<file path="config.mk">
export PLATFORM = sky130hd
export DESIGN_NAME = quantized_work_partitioner_core
export DESIGN_NICKNAME = d
export VERILOG_FILES = /design/src/rtl/qwp_pkg.sv /design/src/rtl/quantized_work_partitioner_core.sv /design/src/rtl/qwp_div.sv /design/src/rtl/qwp_front.sv /design/src/rtl/qwp_fifo.sv /design/src/rtl/qwp_back.sv
export SDC_FILE = /design/constraint.sdc
export NUM_CORES = 2
export LEC_CHECK = 0
export BUFFER_PORTS_ARGS = -buffer_cell sky130_fd_sc_hd__buf_4
export CAP_MARGIN = 20
export CELL_PAD_IN_SITES_DETAIL_PLACEMENT = 1
export CELL_PAD_IN_SITES_GLOBAL_PLACEMENT = 2
export CORE_ASPECT_RATIO = 0.6
export CORE_MARGIN = 5
export CORE_UTILIZATION = 47
export DETAILED_ROUTE_END_ITERATION = 12
export PLACE_DENSITY = 0.95
export SLEW_MARGIN = 40
export SYNTH_ARGS = -nofsm -noshare
export SYNTH_HDL_FRONTEND = slang
export SYNTH_SLANG_ARGS = --single-unit
</file>
<file path="constraint.sdc">
create_clock -name clk -period 16.45 [get_ports clk]
set_clock_uncertainty 0.15 [all_clocks]
set_input_delay 0.8225 -clock clk [delete_from_list [all_inputs] [get_ports clk]]
set_output_delay 0.8225 -clock clk [all_outputs]
set_load 0.01 [all_outputs]
</file>
<file path="src/rtl/qwp_pkg.sv">
`timescale 1ns / 1ps
package qwp_pkg;

  localparam int SIZE_W     = 32;
  localparam int COUNT_W    = 7;
  localparam int IDX_W      = 6;
  localparam int PART_LIMIT = 64;
  localparam int CFG_IDX_W  = 2;
  localparam int DIV_STEPS  = SIZE_W;
  localparam int DIV_CNT_W  = 6;

  localparam logic [CFG_IDX_W-1:0] REG_MAX_PARTS        = 2'd0;
  localparam logic [CFG_IDX_W-1:0] REG_PREFERRED_LENGTH = 2'd1;
  localparam logic [CFG_IDX_W-1:0] REG_QUANTUM          = 2'd2;

  localparam logic [COUNT_W-1:0] MAX_PARTS_RST  = 7'd16;
  localparam logic [SIZE_W-1:0]  PREF_LEN_RST   = 32'd4096;
  localparam logic [SIZE_W-1:0]  QUANTUM_RST    = 32'd16;

  // one job as handed from the front part to the chunk emitter
  typedef struct packed {
    logic [SIZE_W-1:0]  total;
    logic [COUNT_W-1:0] count;
    logic [SIZE_W-1:0]  part;
    logic [SIZE_W-1:0]  quantum;
    logic [COUNT_W-1:0] extra;
  } job_desc_t;

  function automatic logic [COUNT_W-1:0] eff_limit(input logic [COUNT_W-1:0] mp);
    logic [COUNT_W-1:0] r;
    r = mp;
    if (mp == '0) r = COUNT_W'(1);
    else if (mp > COUNT_W'(PART_LIMIT)) r = COUNT_W'(PART_LIMIT);
    return r;
  endfunction

  function automatic logic [SIZE_W-1:0] eff_quantum(input logic [SIZE_W-1:0] q);
    return (q == '0) ? SIZE_W'(1) : q;
  endfunction

endpackage

</file>
<file path="src/rtl/quantized_work_partitioner_core.sv">
`timescale 1ns / 1ps
// Splits each total_length transaction into up to 64 contiguous chunks and
// returns them in order as (chunk_start, chunk_length, final_chunk), the last
// one flagged. A front part accepts a job and works out chunk count, quantized
// base length and the number of longer chunks on one shared radix-2 divider;
// a two-entry job queue then feeds the emitter, which delivers one chunk per
// cycle unless out_stall holds it, and the front part already works on the
// next job. A job that splits takes four divisions plus three steps in the
// front part, or three divisions when preferred_length is zero and the count
// division is skipped; a single-chunk job takes none. So the sustained rate
// is set by the divider, or by the chunk count when the output side
// is slower. Configuration (index 0 max_parts, 1 preferred_length, 2 quantum)
// is taken at any time but must only change while no job is in flight; other
// indexes are ignored.
module quantized_work_partitioner_core (
  input  logic                         clk,
  input  logic                         rst_n,
  input  logic                         in_valid,
  output logic                         in_stall,
  input  logic [qwp_pkg::SIZE_W-1:0]   in_total_length,
  output logic                         out_valid,
  input  logic                         out_stall,
  output logic [qwp_pkg::SIZE_W-1:0]   out_chunk_start,
  output logic [qwp_pkg::SIZE_W-1:0]   out_chunk_length,
  output logic                         out_final_chunk,
  input  logic                         cfg_valid,
  output logic                         cfg_ready,
  input  logic [qwp_pkg::CFG_IDX_W-1:0] cfg_index,
  input  logic [qwp_pkg::SIZE_W-1:0]   cfg_data
);
  import qwp_pkg::*;

  logic [COUNT_W-1:0] max_parts_r;
  logic [SIZE_W-1:0]  pref_r;
  logic [SIZE_W-1:0]  quantum_r;

  logic               push, q_full, pop, q_empty;
  job_desc_t          push_desc, pop_desc;

  assign cfg_ready = 1'b1;

  always_ff @(posedge clk) begin
    if (!rst_n) begin
      max_parts_r <= MAX_PARTS_RST;
      pref_r      <= PREF_LEN_RST;
      quantum_r   <= QUANTUM_RST;
    end else if (cfg_valid && cfg_ready) begin
      unique case (cfg_index)
        REG_MAX_PARTS:        max_parts_r <= cfg_data[COUNT_W-1:0];
        REG_PREFERRED_LENGTH: pref_r      <= cfg_data;
        REG_QUANTUM:          quantum_r   <= cfg_data;
        default: ;
      endcase
    end
  end

  qwp_front u_front (
    .clk             (clk),
    .rst_n           (rst_n),
    .in_valid        (in_valid),
    .in_stall        (in_stall),
    .in_total_length (in_total_length),
    .limit           (eff_limit(max_parts_r)),
    .pref            (pref_r),
    .q_eff           (eff_quantum(quantum_r)),
    .push            (push),
    .push_desc       (push_desc),
    .q_full          (q_full)
  );

  qwp_fifo u_fifo (
    .clk       (clk),
    .rst_n     (rst_n),
    .push      (push),
    .push_desc (push_desc),
    .full      (q_full),
    .pop       (pop),
    .pop_desc  (pop_desc),
    .empty     (q_empty)
  );

  qwp_back u_back (
    .clk              (clk),
    .rst_n            (rst_n),
    .desc             (pop_desc),
    .q_empty          (q_empty),
    .pop              (pop),
    .out_valid        (out_valid),
    .out_stall        (out_stall),
    .out_chunk_start  (out_chunk_start),
    .out_chunk_length (out_chunk_length),
    .out_final_chunk  (out_final_chunk)
  );
endmodule

</file>
<file path="src/rtl/qwp_div.sv">
`timescale 1ns / 1ps
module qwp_div (
  input  logic                      clk,
  input  logic                      rst_n,
  input  logic                      start,
  input  logic [qwp_pkg::SIZE_W-1:0] dividend,
  input  logic [qwp_pkg::SIZE_W-1:0] divisor,
  output logic                      done,
  output logic [qwp_pkg::SIZE_W-1:0] quotient
);
  import qwp_pkg::*;

  logic [SIZE_W-1:0]    rem_r;
  logic [SIZE_W-1:0]    quo_r;
  logic [SIZE_W-1:0]    dvs_r;
  logic [DIV_CNT_W-1:0] cnt_r;
  logic                 done_r;
  logic [SIZE_W:0]      shifted;
  logic [SIZE_W:0]      diff;
  logic                 ge;

  // restoring division, one quotient bit a cycle
  assign shifted = {rem_r, quo_r[SIZE_W-1]};
  assign diff    = shifted - {1'b0, dvs_r};
  assign ge      = ~diff[SIZE_W];

  always_ff @(posedge clk) begin
    if (!rst_n) begin
      cnt_r  <= '0;
      done_r <= 1'b0;
    end else begin
      done_r <= 1'b0;
      if (start) begin
        rem_r <= '0;
        quo_r <= dividend;
        dvs_r <= divisor;
        cnt_r <= DIV_CNT_W'(DIV_STEPS);
      end else if (cnt_r != '0) begin
        rem_r <= ge ? diff[SIZE_W-1:0] : shifted[SIZE_W-1:0];
        quo_r <= {quo_r[SIZE_W-2:0], ge};
        cnt_r <= cnt_r - DIV_CNT_W'(1);
        if (cnt_r == DIV_CNT_W'(1)) done_r <= 1'b1;
      end
    end
  end

  assign done     = done_r;
  assign quotient = quo_r;

  a_start_idle: assert property (@(posedge clk) disable iff (!rst_n)
    start |-> (cnt_r == '0)) else $error("divider restarted while busy");
endmodule

</file>
<file path="src/rtl/qwp_front.sv">
`timescale 1ns / 1ps
module qwp_front (
  input  logic                        clk,
  input  logic                        rst_n,
  input  logic                        in_valid,
  output logic                        in_stall,
  input  logic [qwp_pkg::SIZE_W-1:0]  in_total_length,
  input  logic [qwp_pkg::COUNT_W-1:0] limit,
  input  logic [qwp_pkg::SIZE_W-1:0]  pref,
  input  logic [qwp_pkg::SIZE_W-1:0]  q_eff,
  output logic                        push,
  output qwp_pkg::job_desc_t          push_desc,
  input  logic                        q_full
);
  import qwp_pkg::*;

  localparam logic [2:0] ST_IDLE = 3'd0;
  localparam logic [2:0] ST_DIV1 = 3'd1;
  localparam logic [2:0] ST_DIV2 = 3'd2;
  localparam logic [2:0] ST_DIV3 = 3'd3;
  localparam logic [2:0] ST_MUL  = 3'd4;
  localparam logic [2:0] ST_SUB  = 3'd5;
  localparam logic [2:0] ST_DIV4 = 3'd6;
  localparam logic [2:0] ST_PUSH = 3'd7;

  logic [2:0]          state_r, state_nxt;
  logic [SIZE_W-1:0]   total_r;
  logic [COUNT_W-1:0]  count_r;
  logic [SIZE_W-1:0]   part_r;
  logic [SIZE_W-1:0]   cp_r;
  logic [COUNT_W-1:0]  extra_r;

  logic                div_start;
  logic [SIZE_W-1:0]   div_a, div_b;
  logic                div_done;
  logic [SIZE_W-1:0]   quot;
  logic                accept;
  logic                single;
  logic [COUNT_W-1:0]  count_nxt;
  logic [2*SIZE_W-1:0] part_prod;
  logic [SIZE_W+COUNT_W-1:0] cp_prod;

  qwp_div u_div (
    .clk      (clk),
    .rst_n    (rst_n),
    .start    (div_start),
    .dividend (div_a),
    .divisor  (div_b),
    .done     (div_done),
    .quotient (quot)
  );

  assign in_stall = (state_r != ST_IDLE);
  assign accept   = in_valid && (state_r == ST_IDLE);
  // total below twice the preferred length gives a single chunk
  assign single   = ((in_total_length >> 1) < pref);

  always_comb begin
    count_nxt = quot[COUNT_W-1:0];
    if (quot > {{(SIZE_W-COUNT_W){1'b0}}, limit}) count_nxt = limit;
    else if (quot == '0) count_nxt = COUNT_W'(1);
  end

  assign part_prod = quot * q_eff;
  assign cp_prod   = count_r * part_r;

  always_comb begin
    state_nxt = state_r;
    div_start = 1'b0;
    div_a     = total_r;
    div_b     = q_eff;
    unique case (state_r)
      ST_IDLE: begin
        if (accept && !single) begin
          div_start = 1'b1;
          div_a     = in_total_length;
          if (pref == '0) begin
            div_b     = {{(SIZE_W-COUNT_W){1'b0}}, limit};
            state_nxt = ST_DIV2;
          end else begin
            div_b     = pref;
            state_nxt = ST_DIV1;
          end
        end else if (accept) begin
          state_nxt = ST_PUSH;
        end
      end
      ST_DIV1: begin
        if (div_done) begin
          div_start = 1'b1;
          div_a     = total_r;
          div_b     = {{(SIZE_W-COUNT_W){1'b0}}, count_nxt};
          state_nxt = ST_DIV2;
        end
      end
      ST_DIV2: begin
        if (div_done) begin
          div_start = 1'b1;
          div_a     = quot;
          div_b     = q_eff;
          state_nxt = ST_DIV3;
        end
      end
      ST_DIV3: begin
        if (div_done) state_nxt = ST_MUL;
      end
      ST_MUL: state_nxt = ST_SUB;
      ST_SUB: begin
        div_start = 1'b1;
        div_a     = total_r - cp_r;
        div_b     = q_eff;
        state_nxt = ST_DIV4;
      end
      ST_DIV4: begin
        if (div_done) state_nxt = ST_PUSH;
      end
      ST_PUSH: begin
        if (!q_full) state_nxt = ST_IDLE;
      end
      default: state_nxt = ST_IDLE;
    endcase
  end

  always_ff @(posedge clk) begin
    if (!rst_n) begin
      state_r <= ST_IDLE;
    end else begin
      state_r <= state_nxt;
    end
  end

  always_ff @(posedge clk) begin
    if (accept) begin
      total_r <= in_total_length;
      count_r <= (pref == '0) ? limit : COUNT_W'(1);
      part_r  <= '0;
      extra_r <= '0;
    end
    if (state_r == ST_DIV1 && div_done) count_r <= count_nxt;
    // part rounded down to a multiple of the quantum
    if (state_r == ST_DIV3 && div_done) part_r <= part_prod[SIZE_W-1:0];
    if (state_r == ST_MUL) cp_r <= cp_prod[SIZE_W-1:0];
    if (state_r == ST_DIV4 && div_done) extra_r <= quot[COUNT_W-1:0];
  end

  assign push              = (state_r == ST_PUSH) && !q_full;
  assign push_desc.total   = total_r;
  assign push_desc.count   = count_r;
  assign push_desc.part    = part_r;
  assign push_desc.quantum = q_eff;
  assign push_desc.extra   = extra_r;

  a_push_count: assert property (@(posedge clk) disable iff (!rst_n)
    push |-> (count_r != '0) && (count_r <= COUNT_W'(PART_LIMIT)))
    else $error("job pushed with bad chunk count");
endmodule

</file>
<file path="src/rtl/qwp_fifo.sv">
`timescale 1ns / 1ps
module qwp_fifo (
  input  logic               clk,
  input  logic               rst_n,
  input  logic               push,
  input  qwp_pkg::job_desc_t push_desc,
  output logic               full,
  input  logic               pop,
  output qwp_pkg::job_desc_t pop_desc,
  output logic               empty
);
  import qwp_pkg::*;

  job_desc_t  mem [2];
  logic       wp_r, rp_r;
  logic [1:0] cnt_r;

  assign full     = (cnt_r == 2'd2);
  assign empty    = (cnt_r == 2'd0);
  assign pop_desc = mem[rp_r];

  always_ff @(posedge clk) begin
    if (push) mem[wp_r] <= push_desc;
  end

  always_ff @(posedge clk) begin
    if (!rst_n) begin
      wp_r  <= 1'b0;
      rp_r  <= 1'b0;
      cnt_r <= 2'd0;
    end else begin
      if (push) wp_r <= ~wp_r;
      if (pop) rp_r <= ~rp_r;
      if (push && !pop) cnt_r <= cnt_r + 2'd1;
      else if (pop && !push) cnt_r <= cnt_r - 2'd1;
    end
  end

  a_no_overflow: assert property (@(posedge clk) disable iff (!rst_n)
    push |-> !full) else $error("queue overflow");
  a_no_underflow: assert property (@(posedge clk) disable iff (!rst_n)
    pop |-> !empty) else $error("queue underflow");
endmodule

</file>
<file path="src/rtl/qwp_back.sv">
`timescale 1ns / 1ps
module qwp_back (
  input  logic                       clk,
  input  logic                       rst_n,
  input  qwp_pkg::job_desc_t         desc,
  input  logic                       q_empty,
  output logic                       pop,
  output logic                       out_valid,
  input  logic                       out_stall,
  output logic [qwp_pkg::SIZE_W-1:0] out_chunk_start,
  output logic [qwp_pkg::SIZE_W-1:0] out_chunk_length,
  output logic                       out_final_chunk
);
  import qwp_pkg::*;

  logic              busy_r;
  job_desc_t         d_r;
  logic [IDX_W-1:0]  k_r;
  logic [SIZE_W-1:0] start_r;
  logic              out_valid_r;
  logic [SIZE_W-1:0] ostart_r, olen_r;
  logic              ofinal_r;

  logic              slot_free;
  logic              is_last;
  logic [SIZE_W-1:0] len;

  assign slot_free = !out_valid_r || !out_stall;
  assign is_last   = ({1'b0, k_r} == (d_r.count - COUNT_W'(1)));
  assign pop       = !busy_r && !q_empty;

  // leading chunks take one extra quantum, the last one takes the rest
  always_comb begin
    if (is_last) len = d_r.total - start_r;
    else if ({1'b0, k_r} < d_r.extra) len = d_r.part + d_r.quantum;
    else len = d_r.part;
  end

  always_ff @(posedge clk) begin
    if (!rst_n) begin
      busy_r      <= 1'b0;
      out_valid_r <= 1'b0;
    end else begin
      if (slot_free) begin
        out_valid_r <= busy_r;
        if (busy_r) begin
          ostart_r <= start_r;
          olen_r   <= len;
          ofinal_r <= is_last;
          start_r  <= start_r + len;
          k_r      <= k_r + IDX_W'(1);
          if (is_last) busy_r <= 1'b0;
        end
      end
      if (pop) begin
        d_r     <= desc;
        k_r     <= '0;
        start_r <= '0;
        busy_r  <= 1'b1;
      end
    end
  end

  assign out_valid        = out_valid_r;
  assign out_chunk_start  = ostart_r;
  assign out_chunk_length = olen_r;
  assign out_final_chunk  = ofinal_r;

  a_idx_in_range: assert property (@(posedge clk) disable iff (!rst_n)
    busy_r |-> ({1'b0, k_r} < d_r.count)) else $error("chunk index past count");
  a_last_ends_job: assert property (@(posedge clk) disable iff (!rst_n)
    (busy_r && slot_free && is_last) |=> !busy_r || $past(pop))
    else $error("emitter kept running after final chunk");
endmodule
</file>
## Yosys cells after proc, flatten, opt, wreduce, memory -nomap -nowiden

Memories as Yosys holds them, arrays and structs flattened. A register that Yosys moved wholly into a read port is not among the register bits.
Cells that the tools add are included.

| word-level totals | value |
|---|---|
| memories kept | 1 |
| output and inout port bits | 68 |
| input bits | 71 |
| flip-flop bits (word level) | 396 |
| RAM bits | 220 |

Memories:

| memory | words | width | read ports | clocked after memory_dff | write ports | line | text |
|---|---|---|---|---|---|---|---|
| u_fifo.mem | 2 | 110 | 1 | 1 | 1 | qwp_fifo.sv:14 | `job_desc_t mem [2];` |

| cells by class | value |
|---|---|
| add/subtract/negate cells | 10 |
| mux-type cells | 52 |
| magnitude comparators | 4 |
| multipliers | 2 |
| eq/ne operators | 19 |
| bitwise operators | 5 |
| reduce and logical (&&, ||, !) cells | 47 |

Operator list:

| kind | count |
|---|---|
| 2-to-1 mux 32 bit | 16 |
| zero test 32 bit | 3 |
| case mux 32 bit (3 select lines) | 1 |
| adder 32 bit | 2 |
| case mux 32 bit (2 select lines) | 1 |
| subtractor 32 bit | 2 |
| 2-to-1 mux 7 bit | 9 |
| subtractor 33 x 32 -> 33 bit | 1 |
| greater-than comparator 32 x 7 -> 1 bit | 1 |
| less-than comparator 31 x 32 -> 1 bit | 1 |
| multiplier 32 x 32 -> 32 bit | 1 |
| multiplier 7 x 32 -> 32 bit | 1 |
| 2-to-1 mux 6 bit | 4 |
| case mux 3 bit (8 select lines) | 1 |
| 2-to-1 mux 3 bit | 7 |
| nonzero test 2 bit | 7 |
| equality test 3 bit (second input constant) | 4 |
| AND reduction 2 bit | 6 |
| inequality test 2 bit (second input constant) | 5 |
| logical AND 1 bit | 9 |
| 2-to-1 mux 1 bit | 9 |
| AND reduction 3 bit | 3 |
| zero test 1 bit | 8 |
| equality test 6 x 7 -> 1 bit | 1 |
| other kinds (26) | 36 |

## Longest topological paths before layout

| depth | value |
|---|---|
| depth in word-level cells | 7 |
| mapped depth | 28 |

## Hierarchy

Synthesis repeated with hierarchy kept, for this count alone.

| second synthesis, totals | value |
|---|---|
| cell total of the unflattened synthesis | 5677 |
| area, all modules | 59066.6 um^2 |

By module, submodules not included:

| module | times used | area an instance (um^2) | sequential area each (um^2) | cells an instance |
|---|---|---|---|---|
| qwp_front | 1 | 29537.1 | 3363.2 | 3299 |
| qwp_back | 1 | 12523.3 | 6436.2 | 1118 |
| qwp_fifo | 1 | 8189.1 | 6706.4 | 364 |
| qwp_div | 1 | 5891.9 | 3022.9 | 538 |
| quantized_work_partitioner_core | 1 | 2925.3 | 1421.4 | 358 |

## Worst setup path after synthesis

No wires, ideal clock.

| timing path | value |
|---|---|
| kind | reg-to-reg |
| from | register u_front.state_r[0] |
| to | memory u_fifo.mem[0][0] (netlist bit), enable pin |
| buffers on the path | 1 |
| library setup time | 0.717 ns |
| stages on the path, launching flop included | 5 |
| data required time | 15.583 ns |
| arrival | 8.397 ns |
| period minus slack after synthesis | 9.264 ns |
| setup slack | 7.186 ns |
| path through | dfxtp_1 > ha_1 > clkbuf_1 > nand2_1 > nor3_1 |

| on the way | value |
|---|---|
| word-level cells in the longest chain between the ends | 4 |

RTL lines:

| element | line | text |
|---|---|---|
| start, declared | qwp_front.sv:26 | `logic [2:0] state_r, state_nxt;` |
| start signal, assigned | qwp_front.sv:128 | `state_r <= state_nxt;` |
| equality test 3 bit | qwp_front.sv:146 | `assign push = (state_r == ST_PUSH) && !q_full;` |
| logical AND 1 bit | qwp_front.sv:146 |  |
| 2-to-1 mux 1 bit | qwp_fifo.sv:23 | `if (push) mem[wp_r] <= push_desc;` |
| 2-to-1 mux 1 bit (not written as such) | qwp_fifo.sv:23 |  |
| end, declared | qwp_fifo.sv:14 |  |

No other way between the ends.

## Final worst setup path

| timing path | value |
|---|---|
| from | register u_front.u_div.quo_r[4] (netlist: u_front.u_div.quotient[4]) |
| to | register u_front.part_r[31], data pin |

| on the way | value |
|---|---|
| word-level cells in the longest chain between the ends | 2 |

RTL lines:

| element | line | text |
|---|---|---|
| start, declared | qwp_div.sv:14 | `logic [SIZE_W-1:0] quo_r;` |
| start signal, assigned | qwp_div.sv:35 | `quo_r <= dividend;` |
| start signal, assigned | qwp_div.sv:40 | `quo_r <= {quo_r[SIZE_W-2:0], ge};` |
| multiplier 32 x 32 -> 32 bit | qwp_front.sv:64 | `assign part_prod = quot * q_eff;` |
| 2-to-1 mux 32 bit | qwp_front.sv:141 | `if (state_r == ST_DIV3 && div_done) part_r <= part_prod[SIZE_W-1:0];` |
| end signal, assigned | qwp_front.sv:141 |  |
| end, declared | qwp_front.sv:29 | `logic [SIZE_W-1:0] part_r;` |

No other way between the ends.
A chain may end at the register's enable or synchronous reset.

==> qor.yml <==
outcome: "finished clean"
ant_nets: 0
rsz0062_at_grt: "no"
synth_top_area_cell: "edfxtp_1"
synth_area_um2: 57700
synth_xor_area_share_pct: 3.79
synthFlopType: "edfxtp_1"
layout-drive-gt1-share_pct: 9.19
grt_first_pass_wirelength_um: 294000
post-route-period-util_pct: 49.3
setup_viol: 0
ir_drop_v: 0.000213
maxCapViolCount: 0
routed_wl_um: 194000
synthSimpleGateAreaFrac_pct: 13.3
cts_hold_buf: 0
grt.overflow.total: 0
synth_edf_count: 639
fp-row-count: 99
h-tree-depth: 3
grt_pass1_vias: 46000
cts-root-buf: "clkbuf_16"
die_x_um: 462
worstPathArrival_ns: 8.36
synth-compound-area-share_pct: 10.4
multiInputGateArea_um2: 33200
muxShareOfSynthArea_pct: 2.95
p_per_area_nw_per_um2: 239
core_um2: 122000
synth_top_family_by_area: "adder cells"
drt_iter0_drc: 4526
clock-sinks: 726
hp-class: "in -> reg"
ioPinCount: 139
synth_nets: 6510
slew_violations: 0
synth.yosys.seq_area_share_pct: 36.3
post_cts_buffers: 0
grt_use_total_pct: 29.6
fill_cells: 13200
die_area_um2: 130000
relSlewSlack_pct: 38.4
route.detailed.drc: 0
layout_common_cells: "731 x nand2_1, 699 x inv_1, 639 x edfxtp_1, 545 x fa_1, 369 x ha_1"
cp.required_ns: 16.71
tritoncts: "built"
layout_commonest_cell: "nand2_1"
insertion_delay_ns: 0.70
wire_per_inst_um: 26.7
synthToLayoutAreaGrowth_pct: 9.46
async_flop_share_pct: 0
place_congestion: 0.917
critPathKind: "reg -> reg"
grt_max_degree: 85
timing.fmax_ghz: 0.123
post_cts_resized: 0
antenna_found_initial: 8
dr.pass1.iters: 5
tightest_slew_ns: 0.919
clockBufferDepth: 3
syn_avg_cell_area_um2: 10.4
synth-warning-count: 0
vias: 43300
cts_buffers: 77
holdWs_ns: 0.196
tns_ns: 0
syn_inst: 5525
p_leak_uw: 0.0264
ff_latch_area_um2: 20900
yosys.cell_types.count: 94
finish.utilization_pct: 51.9
fin_nets: 6547
path_max_fanout: 27
layout_min_cycle_time_ns: 8.10
die_h_um: 281
timing_hold_violations_final: 0
end_kind: "flip-flop"
initial_core_util_pct: 47.4
path_clk_slew_ns: 0.06
synth_top_area_share_pct: 33.2
start_kind: "flip-flop"
place_hpwl_um: 146000
yosys.area_share.adder_pct: 26.9
yosys_register_bits: 726
avgViaCountPerCell: 5.98
port_buffers: 137
synth.area.top_cells: "edfxtp_1 33%, fa_1 19%, ha_1 8.0%, nand2_1 4.8%, inv_1 4.6%"
stage by stage:
stage,total power (uW),std cells,setup slack (ns),cell area [um^2]
after floorplan,9840,5525,7.19,57700
after global placement,12400,7092,8.45,60400
after detailed placement,12900,7094,8.10,60500
after CTS,14900,7236,8.16,63100
after global routing,16100,7241,8.03,63200
final,15100,7245,8.35,63200
path summary, 6_finish.rpt:
kind                                           startpoint                  to  slack (ns)  cells past startpoint
worst max-delay path            u_front.u_div.quotient[4]  u_front.part_r[31]        8.35                     26
worst min-delay path                   in_total_length[0]  u_front.total_r[0]        0.20                      1
worst max register to register  u_front.u_div.quotient[4]  u_front.part_r[31]        8.35                     26
worst min register to register         u_front.extra_r[0]    u_fifo.mem[1][0]        0.30                      0
flip-flops by register name, indices dropped and copies added, names as in the netlist, 2 cells and up:
signal / cells
u_fifo.mem: 220
u_back.d_r: 110
pref_r: 32
quantum_r: 32
u_back.out_chunk_length: 32
u_back.out_chunk_start: 32
u_back.start_r: 32
u_front.cp_r: 32
u_front.part_r: 32
u_front.total_r: 32
u_front.u_div.dvs_r: 32
u_front.u_div.quotient: 32
u_front.u_div.rem_r: 32
max_parts_r: 7
u_front.count_r: 7
u_front.extra_r: 7
u_back.k_r: 6
u_front.u_div.cnt_r: 6
u_front.state_r: 3
u_fifo.cnt_r: 2
report_power, final:
part | internal, uW | total [uW] | switching (uW)
combinational | 3820 | 9990 | 6170
clock | 1030 | 1850 | 824
sequential | 2810 | 3230 | 415
total | 7670 | 15100 | 7410
final cells by class:
class	instances	area share (%)
multi-input combinational	3833	52.6
sequential	726	33.1
inverter	700	4.16
clock buffer	96	3.24
tap	1616	3.20
timing repair buffer	224	2.75
clock inverter	46	0.893
antenna	4	0.0158
cell families after synthesis:
kind of cell,after synthesis
flip-flops,726
XOR/XNOR,250
other,1
buffers and inverters,966
AO/OA/AOI/OAI,878
adder cells (fa/ha/maj),914
multiplexers,156
AND/OR/NAND/NOR,1634
worst max-delay path, cell delays in order (launching register included):
cell       delay (ns)
edfxtp_1         0.60
buf_4            0.45
nand2_1          0.15
fa_1             0.44
inv_1            0.08
fa_1             0.41
inv_1            0.09
fa_1             0.43
inv_1            0.08
fa_1             0.41
ha_1             0.28
ha_1             0.29
inv_1            0.07
fa_1             0.43
fa_1             0.49
inv_1            0.04
ha_1             0.34
o21a_1           0.23
o2111a_1         0.24
a22oi_1          0.31
a21oi_1          0.17
o211a_1          0.35
a21oi_1          0.28
nand2_1          0.13
a2111oi_0        0.56
or3_1            0.19
a21oi_1          0.06
per-layer routing:
| metal | part of all wire, % | global-route usage, % | up-vias |
|---|---|---|---|
| li1 | - | - | 18600 |
| met5 | 0.014 | 0 | - |
| met1 | 44 | 43.1 | 22400 |
| met2 | 43 | 44.6 | 2079 |
| met4 | 3.1 | 8.93 | 4 |
| met3 | 10 | 6.32 | 297 |
Yosys cell counts, drive strengths merged, types with 7 or more instances:
library cell	instances
a2111oi	10
a211o	14
a211oi	56
a21boi	75
a21o	92
a21oi	206
a221oi	21
a22o	31
a22oi	16
a31oi	31
and2	314
and3	24
and4	7
buf	31
clkbuf	235
dfxtp	87
edfxtp	639
fa	545
ha	369
inv	700
mux2	111
mux2i	45
nand2	731
nand2b	42
nand3	39
nand4	25
nor2	263
nor2b	44
nor3	56
nor3b	8
nor4	31
o211ai	17
o21a	53
o21ai	152
o21bai	29
o22ai	8
o31ai	10
or2	12
or3	16
xnor2	169
xor2	81
Power figures use the tool's default switching activity.
